$ cat src/amp_pkg.sv
// Shared types, constants and register codes for the address pattern matcher.
package amp_pkg;

    localparam int MAX_PATTERN  = 20;
    localparam int LOADED_CHARS = 20;
    localparam int CHAR_W       = 8;
    localparam int LEN_REG_W    = 5;
    localparam int CFG_DATA_W   = 64;
    localparam int CFG_ADDR_W   = 3;
    localparam int LEN_W        = $clog2(MAX_PATTERN + 1);
    localparam int IDX_W        = (MAX_PATTERN > 1) ? $clog2(MAX_PATTERN) : 1;
    localparam int POS_W        = $clog2(MAX_PATTERN + 2);
    localparam int POS_SAT      = MAX_PATTERN + 1;

    typedef enum logic [CFG_ADDR_W-1:0] {
        CFG_MATCH_MODE  = 3'd0,
        CFG_PAT_LEN     = 3'd1,
        CFG_CHARS_LOW   = 3'd2,
        CFG_CHARS_MID   = 3'd3,
        CFG_CHARS_HIGH  = 3'd4
    } t_cfg_idx;

    typedef enum logic [1:0] {
        MODE_SUFFIX   = 2'd0,
        MODE_PREFIX   = 2'd1,
        MODE_CONTAINS = 2'd2
    } t_mode;

    typedef struct packed {
        logic [1:0]                          mode;
        logic [LEN_W-1:0]                    len;
        logic [MAX_PATTERN-1:0][CHAR_W-1:0]  pat;
    } t_cfg;

endpackage

$ cat src/amp_cfg_regs.sv
// Configuration registers and the decoded pattern view for the matcher.
module amp_cfg_regs (
    input  logic                                 i_clk,
    input  logic                                 i_rst_n,
    input  logic                                 i_cfg_wr_en,
    input  logic [amp_pkg::CFG_ADDR_W-1:0]       i_cfg_addr,
    input  logic [amp_pkg::CFG_DATA_W-1:0]       i_cfg_wdata,
    output amp_pkg::t_cfg                        o_cfg
);

    logic [1:0]                      r_mode;
    logic [amp_pkg::LEN_REG_W-1:0]   r_len;
    logic [63:0]                     r_chars_low;
    logic [63:0]                     r_chars_mid;
    logic [31:0]                     r_chars_high;
    logic [8*amp_pkg::LOADED_CHARS-1:0] flat;

    always_ff @(posedge i_clk) begin
        if (!i_rst_n) begin
            r_mode       <= 2'd0;
            r_len        <= amp_pkg::LEN_REG_W'(1);
            r_chars_low  <= '0;
            r_chars_mid  <= '0;
            r_chars_high <= '0;
        end else if (i_cfg_wr_en) begin
            case (i_cfg_addr)
                amp_pkg::CFG_MATCH_MODE: r_mode       <= i_cfg_wdata[1:0];
                amp_pkg::CFG_PAT_LEN:    r_len        <= i_cfg_wdata[amp_pkg::LEN_REG_W-1:0];
                amp_pkg::CFG_CHARS_LOW:  r_chars_low  <= i_cfg_wdata;
                amp_pkg::CFG_CHARS_MID:  r_chars_mid  <= i_cfg_wdata;
                amp_pkg::CFG_CHARS_HIGH: r_chars_high <= i_cfg_wdata[31:0];
                default: ;
            endcase
        end
    end

    assign flat       = {r_chars_high, r_chars_mid, r_chars_low};
    assign o_cfg.mode = r_mode;

    // Saturate the length to the pattern store depth.
    assign o_cfg.len = (int'(r_len) > amp_pkg::MAX_PATTERN)
                     ? amp_pkg::LEN_W'(amp_pkg::MAX_PATTERN)
                     : amp_pkg::LEN_W'(r_len);

    // Characters beyond the loaded registers read as zero.
    for (genvar j = 0; j < amp_pkg::MAX_PATTERN; j++) begin : g_pat
        if (j < amp_pkg::LOADED_CHARS) begin : g_loaded
            assign o_cfg.pat[j] = flat[8*j +: 8];
        end else begin : g_unloaded
            assign o_cfg.pat[j] = '0;
        end
    end

endmodule

$ cat src/amp_core.sv
// Per-character match state: partial-match vector, position, prefix and found flags.
module amp_core (
    input  logic                          i_clk,
    input  logic                          i_rst_n,
    input  logic                          i_step,
    input  logic [amp_pkg::CHAR_W-1:0]    i_char,
    input  logic                          i_last,
    input  amp_pkg::t_cfg                 i_cfg,
    output logic                          o_matched
);

    logic [amp_pkg::MAX_PATTERN-1:0] r_prog;
    logic [amp_pkg::MAX_PATTERN-1:0] n_prog;
    logic [amp_pkg::MAX_PATTERN-1:0] eq;
    logic [amp_pkg::POS_W-1:0]       r_pos;
    logic [amp_pkg::POS_W-1:0]       n_pos;
    logic                            r_prefix_ok;
    logic                            n_prefix_ok;
    logic                            r_found;
    logic                            n_found;
    logic [amp_pkg::LEN_W-1:0]       len_m1;
    logic [amp_pkg::POS_W-1:0]       pos_m1;
    logic [amp_pkg::POS_W-1:0]       len_ext;
    logic                            len_ok;
    logic                            hit;
    logic                            in_prefix;

    // Bit j: pattern characters 0..j end at this character.
    for (genvar j = 0; j < amp_pkg::MAX_PATTERN; j++) begin : g_eq
        assign eq[j] = (i_char == i_cfg.pat[j]);
        if (j == 0) begin : g_first
            assign n_prog[j] = eq[j];
        end else begin : g_rest
            assign n_prog[j] = r_prog[j-1] & eq[j];
        end
    end

    always_comb begin
        len_ok    = (i_cfg.len != '0);
        len_m1    = i_cfg.len - amp_pkg::LEN_W'(1);
        len_ext   = amp_pkg::POS_W'(i_cfg.len);
        pos_m1    = r_pos - amp_pkg::POS_W'(1);
        hit       = len_ok && n_prog[len_m1[amp_pkg::IDX_W-1:0]];
        in_prefix = (r_pos != '0) && (r_pos <= len_ext);

        n_prefix_ok = r_prefix_ok;
        if (in_prefix && (i_char != i_cfg.pat[pos_m1[amp_pkg::IDX_W-1:0]])) begin
            n_prefix_ok = 1'b0;
        end
        n_found = r_found | hit;
        n_pos   = (r_pos == amp_pkg::POS_W'(amp_pkg::POS_SAT)) ? r_pos
                                                              : r_pos + amp_pkg::POS_W'(1);

        case (i_cfg.mode)
            amp_pkg::MODE_SUFFIX:   o_matched = hit;
            amp_pkg::MODE_PREFIX:   o_matched = len_ok && n_prefix_ok && (r_pos >= len_ext);
            amp_pkg::MODE_CONTAINS: o_matched = len_ok && n_found;
            default:                o_matched = 1'b0;
        endcase
    end

    always_ff @(posedge i_clk) begin
        if (!i_rst_n) begin
            r_prog      <= '0;
            r_pos       <= '0;
            r_prefix_ok <= 1'b1;
            r_found     <= 1'b0;
        end else if (i_step) begin
            if (i_last) begin
                r_prog      <= '0;
                r_pos       <= '0;
                r_prefix_ok <= 1'b1;
                r_found     <= 1'b0;
            end else begin
                r_prog      <= n_prog;
                r_pos       <= n_pos;
                r_prefix_ok <= n_prefix_ok;
                r_found     <= n_found;
            end
        end
    end

endmodule

$ cat src/address_pattern_matcher_top.sv
// Top level of the address pattern matcher: stream ports, input and result registers.
//
// Streams an address one character per item (tlast on the final character) and
// returns one item per address, bit 0 set when the address fits the configured
// pattern: suffix mode compares the final characters, prefix mode the characters
// after the first, contains mode looks for the pattern anywhere. The block takes
// one item per cycle, but the last character of an address waits in the input
// register until the result register is free; the combinational compare then
// loads the result register from it. A stalled result holds back only the last
// character of the next address. Each character is compared against all pattern
// characters at once and a partial-match vector advances by one bit, so there is
// no loop to wait on. Configuration is to be written through i_cfg_wr_en /
// i_cfg_addr / i_cfg_wdata while no address is in flight; the block itself does
// not enforce this.
module address_pattern_matcher_top (
    input  logic                              i_clk,
    input  logic                              i_rst_n,
    // input stream
    input  logic                              i_s_axis_tvalid,
    output logic                              o_s_axis_tready,
    input  logic [7:0]                        i_s_axis_tdata,   // [7:0] char_code
    input  logic                              i_s_axis_tlast,   // last_char
    // result stream
    output logic                              o_m_axis_tvalid,
    input  logic                              i_m_axis_tready,
    output logic [7:0]                        o_m_axis_tdata,   // [0] matched, [7:1] zero
    // configuration
    input  logic                              i_cfg_wr_en,
    input  logic [amp_pkg::CFG_ADDR_W-1:0]    i_cfg_addr,
    input  logic [amp_pkg::CFG_DATA_W-1:0]    i_cfg_wdata
);

    amp_pkg::t_cfg                  cfg;
    logic                           r_in_valid;
    logic [amp_pkg::CHAR_W-1:0]     r_in_char;
    logic                           r_in_last;
    logic                           r_out_valid;
    logic                           r_out_matched;
    logic                           out_free;
    logic                           step;
    logic                           matched;

    amp_cfg_regs u_cfg (
        .i_clk       (i_clk),
        .i_rst_n     (i_rst_n),
        .i_cfg_wr_en (i_cfg_wr_en),
        .i_cfg_addr  (i_cfg_addr),
        .i_cfg_wdata (i_cfg_wdata),
        .o_cfg       (cfg)
    );

    amp_core u_core (
        .i_clk     (i_clk),
        .i_rst_n   (i_rst_n),
        .i_step    (step),
        .i_char    (r_in_char),
        .i_last    (r_in_last),
        .i_cfg     (cfg),
        .o_matched (matched)
    );

    // Advance a held character unless it ends an address and the result slot is busy.
    assign out_free        = !r_out_valid || i_m_axis_tready;
    assign step            = r_in_valid && (!r_in_last || out_free);
    assign o_s_axis_tready = !r_in_valid || step;

    always_ff @(posedge i_clk) begin
        if (!i_rst_n) begin
            r_in_valid <= 1'b0;
        end else if (i_s_axis_tvalid && o_s_axis_tready) begin
            r_in_valid <= 1'b1;
        end else if (step) begin
            r_in_valid <= 1'b0;
        end
    end

    // Payload: load on every accepted item, no reset needed.
    always_ff @(posedge i_clk) begin
        if (i_s_axis_tvalid && o_s_axis_tready) begin
            r_in_char <= i_s_axis_tdata;
            r_in_last <= i_s_axis_tlast;
        end
    end

    // Result register: fill on the last character, drop once taken.
    always_ff @(posedge i_clk) begin
        if (!i_rst_n) begin
            r_out_valid <= 1'b0;
        end else if (step && r_in_last) begin
            r_out_valid <= 1'b1;
        end else if (i_m_axis_tready) begin
            r_out_valid <= 1'b0;
        end
    end

    always_ff @(posedge i_clk) begin
        if (step && r_in_last) begin
            r_out_matched <= matched;
        end
    end

    assign o_m_axis_tvalid = r_out_valid;
    assign o_m_axis_tdata  = {7'd0, r_out_matched};

endmodule

$ cat config.mk
export PLATFORM = sky130hd
export DESIGN_NAME = address_pattern_matcher_top
export DESIGN_NICKNAME = d
export VERILOG_FILES = /design/src/amp_pkg.sv /design/src/amp_cfg_regs.sv /design/src/amp_core.sv /design/src/address_pattern_matcher_top.sv
export SDC_FILE = /design/constraint.sdc
export NUM_CORES = 1
export LEC_CHECK = 0
export BUFFER_PORTS_ARGS = -buffer_cell sky130_fd_sc_hd__buf_2
export CAP_MARGIN = 20
export CORE_MARGIN = 5
export CORE_UTILIZATION = 55
export DETAILED_ROUTE_END_ITERATION = 16
export PLACE_DENSITY = 0.74
export SLEW_MARGIN = 25
export SYNTH_ARGS = -nofsm -noshare
export SYNTH_HDL_FRONTEND = slang
export SYNTH_HIERARCHICAL = 1
export SYNTH_SLANG_ARGS = --single-unit
$ cat constraint.sdc
create_clock -name i_clk -period 4.9 [get_ports i_clk]
set_clock_uncertainty 0.1 [all_clocks]
set_input_delay 0.245 -clock i_clk [delete_from_list [all_inputs] [get_ports i_clk]]
set_output_delay 0.245 -clock i_clk [all_outputs]
set_load 0.03 [all_outputs]
==> run metrics <==
Worst Max-Slew Pin Slew between 1000 and 1500 ps; standard-cell rows 54; relative slew slack 33.3%; clk sink count roughly 210; CP required around 5200 ps; vias in the first global route approximately 9500; critical path's largest stage delay about 580 ps; Post-synth EDFFs 10; cell area after synthesis ~0.012 mm2; final setup fails 0; Yosys reg bits 205; CTS clk-pin slew, worst paths roughly 70 ps; via count 9970; post-synth top area share around 32%; Pleak around 5.3 nW; H-tree levels 1; sequential share of the synthesized area 34.9%; DRC 0; Cells after Synth roughly 1300; crit-path cells inv_1 > ha_2 > buf_4 > mux2i_1 > mux4_2 > xnor2_1 > nor2_1 > nand4_1 > or4_1 > a21oi_2 > a211o_1; Die H 158 um; top_reg_cell synth dfxtp_1; maximum VDD drop between 0.2 and 0.3 mV; CP max stage cell or4_1; setup_tns 0 ps; TritonCTS Buffers 23; n_diodes 0; Die X ~160 um; fillcell total around 1800; Worst Path Arrival ~4200 ps; maxcap violations 0; fmax 254 MHz; core area around 0.022 mm2; GR Util All Layers approximately 30%; PortBufs 83; Critical Path End Type flop; Area growth, synth to finish 15.0%; critical path peak fanout slightly below 50; share of layout cells above drive strength 1 between 10% and 20%; Startpoint Class flop; crit share post-route around four fifths; most frequent cells after synthesis 262 x nand2_1, 197 x mux2i_1, 195 x dfxtp_1, 173 x xnor2_1, 40 x clkbuf_1; global-route wire length before repair roughly 57000 um; Synth async-reset ratio 0%; Top Ports between 90 and 100; RSZ-0062 raised after global routing no; GPL Wtd Cong slightly above 1; CTS Root Cell clkbuf_16; routed wire length roughly 38000 um; number of DRC markers in iteration 0 a little under 1000; biggest area consumer among synthesized cells dfxtp_1; Initial Util between 50% and 60%; Final HPWL DP roughly 27000 um; type of the worst setup path flop to flop; pin count of the biggest net entering global routing ~130; Area contributors post-synth dfxtp_1 32%, mux2i_1 16%, xnor2_1 13%; Pwr Density 295 mW/mm2; drt via density between 5 and 6; CTS tree yes; Netlist cell types a little over 60; status finished clean; Hold Crit Class input port to flop; Die Area about 0.025 mm2; cell with the most instances after synthesis nand2_1; Fin. Hold Viols 0; YS warnings 6; ANT nets after route 0; Final Max Slew Viols 0; initial antenna violation count 1; Nets approximately 1500; Avg WL per Cell ~23 um; GR Overflow Total 0; post-layout minimum cycle time about 3900 ps; drt pass-1 iters 5; Clk Latency, worst-skew pair roughly 510 ps; Avg Synthesized Cell Area ~9.4 um2; Max clock buf depth 3; hold slack between 8 and 9 ps
-- placed cells by master (no fill, tap or decap), types with 3 or more instances in the layout --
master,instances
edfxtp_1,10
nor2b_1,32
nand2b_1,4
conb_1,7
nor3_1,16
inv_1,11
dlygate4sd3_1,62
or4_1,4
bufinv_16,3
a21oi_1,17
xor2_1,12
mux2_2,5
nand3b_1,9
xnor2_1,173
buf_4,22
nor3b_1,9
o22ai_1,5
nand3_1,28
nor2_1,26
o21ai_0,15
clkbuf_16,23
buf_2,82
and2_1,5
or3_1,3
nor4_1,27
a31oi_1,8
mux2i_1,197
dfxtp_1,194
clkbuf_8,6
nand4_1,26
o31ai_1,4
clkbuf_1,5
nand2_1,262
ha_1,8
a221oi_1,5
mux4_2,30
-- registers in the layout, summed over array words and instances, names as in the netlist --
name	cells
u_core/r_prog	19
u_cfg/r_chars_high	32
u_cfg/r_chars_mid	64
u_cfg/r_mode	2
u_core/r_found	1
r_out_matched	1
r_in_char	8
r_in_last	1
u_cfg/r_chars_low	64
r_in_valid	1
u_core/r_prefix_ok	1
u_cfg/r_len	5
o_m_axis_tvalid	1
u_core/r_pos	5
-- where the power goes --
group | internal, mW | switching (mW) | total [mW] | leakage [nW]
Clock | 1.11 | 0.686 | 1.79 | 0.387
Combinational | 0.234 | 0.274 | 0.508 | 3.28
Sequential | 1.72 | 0.0678 | 1.79 | 1.68
-- logic make-up (layout without fill, tap and decap cells) --
group / count (synthesis) / count (layout) / synth area share (%)
AO/OA/AOI/OAI: 75 / 75 / 4.06
XOR/XNOR: 187 / 187 / 13.8
adder cells (fa/ha/maj): 9 / 9 / 0.934
buffers and inverters: 114 / 221 / 5.43
flip-flops: 205 / 205 / 34.9
multiplexers: 234 / 234 / 22.9
other: 1 / 7 / 0.0311
AND/OR/NAND/NOR: 460 / 460 / 18.0
-- final timing paths --
kind	startpoint	end	slack (ps)	cells after the start
max	u_core/r_pos[1]$_SDFFE_PN0P_	r_out_matched$_DFFE_PP_	960	11
min	i_cfg_wdata[1]	u_cfg/r_chars_high[1]$_SDFFE_PN0P_	9	3
max reg2reg	u_core/r_pos[1]$_SDFFE_PN0P_	r_out_matched$_DFFE_PP_	960	11
min reg2reg	u_cfg/r_len[1]$_SDFFE_PN0P_	u_cfg/r_len[1]$_SDFFE_PN0P_	380	2
-- repair_timing --
action,in CTS,in global routing
buffers inserted,0,0
endpoints found under the hold margin,122,0
resized for setup,0,0
endpoints found under the setup margin,0,0
hold buffers,62,0
-- critical path, delay by kind of cell (launching register included) --
family / cells / cell delay [ps]
simple gates: 3 / 820
mux: 2 / 680
buf+inv: 2 / 670
flops: 1 / 470
fa+ha+maj: 1 / 460
compound gates: 2 / 390
xor+xnor: 1 / 160
-- metrics by stage --
step                cells  setup slack (ps)  area, um2  utilization, %  power [mW]
finish               1678               959      13900            63.9        4.09
global route         1678               852      13900            63.9        4.21
CTS                  1677              1060      13800            63.9        4.09
detailed placement   1575              1090      12400            57.4        2.27
global placement     1575              1190      12400            57.4        2.27
floorplan            1291               895      12100               -        2.14
-- cell type report --
class | instances | area (um2) | share of cell area [%]
clock inverter | 6 | 109 | 0.785
sequential | 205 | 4210 | 30.3
clock buffer | 34 | 677 | 4.88
tap | 280 | 350 | 2.53
multi-input combinational | 972 | 7240 | 52.2
inverter | 12 | 45.0 | 0.325
timing repair buffer | 169 | 1240 | 8.96
-- metal layers --
layer | share of wire (%) | vias to the layer above | global-route usage [%]
met1 | 42 | 4723 | 41.0
met3 | 10 | 100 | 8.67
li1 | - | 4623 | -
met4 | 3.7 | 2 | 10.6
met2 | 44 | 522 | 45.7
met5 | 0.053 | - | 0
No activity file was read; power rests on OpenSTA's default activity.
